**config.mk**
```make
export PLATFORM = sky130hd
export DESIGN_NAME = qcps_ctrl
export DESIGN_NICKNAME = d
export VERILOG_FILES = /design/src/hw/rtl/quadrature_counter_with_period_speed_unit_defines.svh /design/src/hw/rtl/qcps_pkg.sv /design/src/hw/rtl/qcps_ctrl.sv
export SDC_FILE = /design/constraint.sdc
export NUM_CORES = 1
export LEC_CHECK = 0
export BUFFER_PORTS_ARGS = -buffer_cell sky130_fd_sc_hd__buf_4
export CELL_PAD_IN_SITES_DETAIL_PLACEMENT = 1
export CELL_PAD_IN_SITES_GLOBAL_PLACEMENT = 1
export CORE_UTILIZATION = 38
export DETAILED_ROUTE_END_ITERATION = 10
export PLACE_DENSITY_LB_ADDON = 0.1
export REMOVE_ABC_BUFFERS = 1
export SLEW_MARGIN = 0
export SYNTH_ARGS = -nofsm -noshare
export SYNTH_HDL_FRONTEND = slang
export SYNTH_SLANG_ARGS = --single-unit
```
**constraint.sdc**
```tcl
create_clock -name clk -period 1.35 [get_ports clk]
set_input_delay 0.2025 -clock clk [delete_from_list [all_inputs] [get_ports clk]]
set_output_delay 0.2025 -clock clk [all_outputs]
set_load 0.01 [all_outputs]
```
**src/hw/rtl/quadrature_counter_with_period_speed_unit_defines.svh**
```systemverilog
// Assertion helpers used by the top-level file that checks this block.
`ifndef QUADRATURE_COUNTER_WITH_PERIOD_SPEED_UNIT_DEFINES_SVH
`define QUADRATURE_COUNTER_WITH_PERIOD_SPEED_UNIT_DEFINES_SVH

// Same-cycle implication, sampled on clk, off while arst_n is low.
`define QCPS_ASSERT_IMP(label, ante, cons, msg) \
	label: assert property (@(posedge clk) disable iff (!arst_n) (ante) |-> (cons)) \
		else $error(msg);

// Next-cycle implication, sampled on clk, off while arst_n is low.
`define QCPS_ASSERT_NXT(label, ante, cons, msg) \
	label: assert property (@(posedge clk) disable iff (!arst_n) (ante) |=> (cons)) \
		else $error(msg);

`endif

```
**src/hw/rtl/qcps_pkg.sv**
```systemverilog
package qcps_pkg;

	// Configuration port.
	localparam int CFG_W     = 32;
	localparam int REG_IDX_W = 2;
	localparam logic [REG_IDX_W-1:0] REG_PPR     = 2'd0;
	localparam logic [REG_IDX_W-1:0] REG_TIMEOUT = 2'd1;
	localparam logic [REG_IDX_W-1:0] REG_MM      = 2'd2;

	localparam logic [15:0] PPR_RESET     = 16'd360;
	localparam logic [31:0] TIMEOUT_RESET = 32'd500000;
	localparam logic [31:0] MM_RESET      = 32'd65536;

	// Stream payload widths.
	localparam int IN_TDATA_W  = 40;
	localparam int OUT_TDATA_W = 168;

	// 60e6 us/min times 256 for the Q24.8 result.
	localparam int SPEED_NUM_W = 34;
	localparam logic [SPEED_NUM_W-1:0] SPEED_NUM = 34'd15360000000;
	localparam int PROD_W      = 48;
	localparam int DIV_STEPS   = SPEED_NUM_W;
	localparam int DIV_CNT_W   = $clog2(DIV_STEPS);

	typedef struct packed {
		logic load;
		logic update;
		logic mul;
		logic div_step;
		logic out_load;
	} qcps_cmd_t;

	typedef struct packed {
		logic out_free;
	} qcps_sts_t;

endpackage

```
**src/hw/rtl/qcps_ctrl.sv**
```systemverilog
module qcps_ctrl (
	input  logic                clk,
	input  logic                arst_n,
	input  logic                s_tvalid,
	output logic                s_tready,
	input  qcps_pkg::qcps_sts_t sts,
	output qcps_pkg::qcps_cmd_t cmd
);
	import qcps_pkg::*;

	localparam logic [2:0] ST_IDLE = 3'd0;
	localparam logic [2:0] ST_UPD  = 3'd1;
	localparam logic [2:0] ST_MUL  = 3'd2;
	localparam logic [2:0] ST_DIV  = 3'd3;
	localparam logic [2:0] ST_DONE = 3'd4;

	logic [2:0]           state_q;
	logic [2:0]           state_d;
	logic [DIV_CNT_W-1:0] cnt_q;

	assign s_tready = (state_q == ST_IDLE);

	always_comb begin
		state_d      = state_q;
		cmd          = '0;
		cmd.load     = s_tvalid && (state_q == ST_IDLE);
		case (state_q)
			ST_IDLE: begin
				if (s_tvalid) state_d = ST_UPD;
			end
			ST_UPD: begin
				cmd.update = 1'b1;
				state_d    = ST_MUL;
			end
			ST_MUL: begin
				cmd.mul = 1'b1;
				state_d = ST_DIV;
			end
			ST_DIV: begin
				cmd.div_step = 1'b1;
				if (cnt_q == DIV_CNT_W'(DIV_STEPS - 1)) state_d = ST_DONE;
			end
			ST_DONE: begin
				// Hold the finished beat until the output register is free.
				if (sts.out_free) begin
					cmd.out_load = 1'b1;
					state_d      = ST_IDLE;
				end
			end
			default: state_d = ST_IDLE;
		endcase
	end

	always_ff @(posedge clk or negedge arst_n) begin
		if (!arst_n) begin
			state_q <= ST_IDLE;
			cnt_q   <= '0;
		end else begin
			state_q <= state_d;
			if (cmd.mul) cnt_q <= '0;
			else if (cmd.div_step) cnt_q <= cnt_q + DIV_CNT_W'(1);
		end
	end

endmodule

```
* After elaboration in Yosys (flattened, before gate mapping)
Index checks and enable logic that the tools add are counted.
** Operators by class
- Add/subtract/negate cells :: 1
- Equal/unequal tests :: 8
- Mux-type cells :: 11
- Reduce and logical (&&, ||, !) cells :: 4
** Operators by type and width (number)
- one-hot mux 3 bit (5 select lines) :: 1
- two-way mux 6 bit :: 2
- two-way mux 3 bit :: 3
- adder 6 x 1 -> 6 bit (second input constant) :: 1
- == test 3 x 2 -> 1 bit (second input constant) :: 2
- == test 6 bit (second input constant) :: 1
- != test 2 bit (second input constant) :: 3
- two-way mux 1 bit :: 5
- == test 3 x 1 -> 1 bit (second input constant) :: 1
- == test 3 bit (second input constant) :: 1
- zero test 3 bit :: 1
- AND reduction 3 bit :: 1
- nonzero test 2 bit :: 1
- logical AND 1 bit :: 1
** Storage, ports and cells
- Register bits after elaboration :: 9
- Output and inout bits :: 6
- Word-level logic and storage cells :: 26

* Depth between registers and ports, before layout
- Depth in word-level cells :: 4
- Mapped depth :: 5

* Worst setup path before layout
No wires, ideal clock.
- Kind :: reg2out
- Start point :: register state_q[0]
- End point :: output cmd[4] in the netlist's numbering
- Slack :: 0.092 ns
- Data arrival time :: 1.056 ns
- Cell stages (with the launch flop) :: 4
- Buffers on the path :: 1
- Cells stage by stage :: dfrtp_1 -> buf_6 -> nor3_1 -> and2_1
** RTL lines
- start, declared :: RTL line qcps_ctrl.sv:17 : logic [2:0] state_q;
- start signal, assigned :: RTL line qcps_ctrl.sv:59 : state_q <= state_d;
- end, declared :: RTL line qcps_ctrl.sv:7 : output qcps_pkg::qcps_cmd_t cmd

==> flow_summary.toml <==
[min_path]
min_from = "sts"
worstHoldEndpoint = "state_q[2]"
hp-class = "input port to flip-flop"
hold-path-cell-count = 3

[finish]
nets = 81
layout-drive-gt1-share_pct = 54.1
area_growth_pct = 56.0
final_area_um2 = 812
fin_util_pct = 68.5
antenna_cells = 0
final-instance-count-excl-fill = 88

[synth]
syn_avg_cell_area_um2 = 9.82
yosys.area.top_type = "dfrtp_1"
synth_top_area_share_pct = 43.3
ys_types = 27
yosys-top-cells-area = "dfrtp_1, nand3_1, ha_1"
ys_seq_area_share_pct = 43.3
synth_edf_count = 0
yosys_warnings = 0
synth_common_cells = "dfrtp_1, nand3_1, nand2_1"
syn-instance-count = 53
synth_ff_type = "dfrtp_1"
postSynth.asyncResetShare_pct = 100
synth_area_um2 = 520
synth.most_common_cell = "dfrtp_1"
synth_seq_cells = 9

[clocking]
clk_latency_ns = 0.27
cts_buffers = 3
tritoncts = "built"
cts.sinks = 9
htreeDepth = 1
clkTransAtPathRegs_ns = 0.06
cts_buffer_depth = 2
cts_root_buffer = "clkbuf_4"

[routing]
vias = 505
wl_um = 1470
drc = 0
drt_pass1_iterations = 4
drt-initial-drc-count = 5
drt-wirelength-per-cell_um = 16.7
antenna_left = 0
avgViaCountPerCell = 5.74

[global_route]
grt_pass1_wl_um = 2230
grt_max_degree = 10
grt_pass1_vias = 490
antenna_found_initial = 0
grt-ovfl-total = 0
grt_usage_pct = 23.2

[floorplan]
dieArea_um2 = 1520
start_util_pct = 43.9
dieHeight_um = 39.0
pin_count = 10
core_um2 = 1190
rows = 12
die_width_um = 39.0

[setup_path]
critPathKind = "flip-flop to output port"
worstPathArrival_ns = 1.22
path_cells = "nor2_2, and3_1, buf_4"
required_ns = 1.15
slowest_stage = "dfrtp_2"
r2r_slack_ns = 0.01
cp_max_fo = 5
worstReg2RegEnd = "cnt_q[3]"
r2r-start = "state_q[2]"
endpoint_kind = "output port"
worst_setup_path_start_kind = "flip-flop"
reg2reg_depth = 4
crit_start = "state_q[0]"
slowest_delay_ns = 0.46

[timing]
fin_skew_ns = 0.00198
rsz0062_at_grt = "yes"
fin_crit_sh_pct = 105
hold_violations = 0
finalMaxSlewViolations = 0
worst_slack_ns = -0.0701
fmax_ghz = 0.704
finalSetupTns_ns = -0.234
fin_crit_ns = 1.42
maxSlewHeadroom_pct = 81.7
setup_violations = 6
max_slew.worst_pin.slew_ns = 0.272

[placed_design]
detailed_place_hpwl_um = 935
port_buffers = 9
gp_congestion = 0.810
dpl.cell_count = 78
place_area_um2 = 617

[power_and_ir_drop]
leakagePower_uw = 0.000394
power.density_nw_per_um2 = 1860
ir_drop_uv = 1230
total_power_uw = 1510

[outcome]
failed_checks = "setup timing"
outcome = "finished, violations left"

[run]
max_cap_viol_count = 0
[worst max-delay path: cells and delay by family (launching register included)]
| kind | cells | cell delay, ns |
|---|---|---|
| simple gates | 2 | 0.38 |
| buf+inv | 1 | 0.11 |
| flops | 1 | 0.46 |
[cell families after synthesis]
kind of cell | after synthesis | synth area share, %
mux | 2 | 4.09
simple gates | 27 | 29.6
buf+inv | 6 | 7.21
compound gates | 7 | 11.1
fa+ha+maj | 2 | 4.81
flops | 9 | 43.3
[area by class of cell]
| type | count | area, um2 |
|---|---|---|
| clock buffer | 4 | 26.3 |
| fill | 118 | 374 |
| inverter | 3 | 11.3 |
| multi-input combinational | 38 | 335 |
| sequential | 9 | 228 |
| tap | 14 | 17.5 |
| timing repair buffer | 20 | 194 |
[how the worst max path moves through the flow]
| stage | end | slack (ns) |
|---|---|---|
| CTS | cmd[0] | -0.05 |
| finish | cmd[0] | -0.07 |
| global route | cmd[0] | -0.13 |
| floorplan | cmd[4] | 0.12 |
| detailed placement | cnt_q[4] | 0.08 |
| global placement | cnt_q[4] | 0.14 |
[layout by cell type (no fill, tap or decap), types with 2 or more instances in the layout]
| cell | n |
|---|---|
| nand2_1 | 4 |
| and3_1 | 2 |
| buf_4 | 8 |
| or4_4 | 2 |
| dfrtp_2 | 2 |
| inv_1 | 2 |
| clkbuf_4 | 3 |
| buf_6 | 11 |
| dfrtp_1 | 7 |
| nand3_1 | 3 |
| nor2_4 | 2 |
| nand3_2 | 3 |
[registers in the layout, summed over array words and instances (netlist names)]
| signal | flops |
|---|---|
| state_q | 3 |
| cnt_q | 6 |
[through the flow]
| stage | hold WS [ns] | setup WS, ns |
|---|---|---|
| 3_3_place_gp | 0.0293 | 0.138 |
| 4_1_cts | 0.246 | -0.0539 |
| 6_report | 0.269 | -0.0701 |
| 2_1_floorplan | -0.0931 | 0.115 |
| 3_5_place_dp | 0.0361 | 0.0796 |
| 5_1_grt | 0.282 | -0.132 |
[metal layers]
layer	track usage (%)	vias up	wire, um
li1	-	235	-
met5	0	-	0
met2	38.3	13	729
met1	26.1	253	652
met3	6.94	4	44
met4	12.9	0	45
[power breakdown]
part,switching (uW),internal (uW),leakage [uW],total [uW]
Combinational,320,416,0.000275,736
Sequential,179,380,0.000104,559
Clock,102,114,0.0000150,216
Total,601,911,0.000394,1510
[timing repair]
item / 4_1_cts / 5_1_grt
hold buffers: 1 / 0
setup endpoints to repair: 5 / 10
cloned: 0 / 0
endpoints found under the hold margin: 9 / 0
gates resized for setup: 16 / 15
buffers inserted: 6 / 0
pin swaps: 2 / 4
Power figures use the tool's default switching activity.
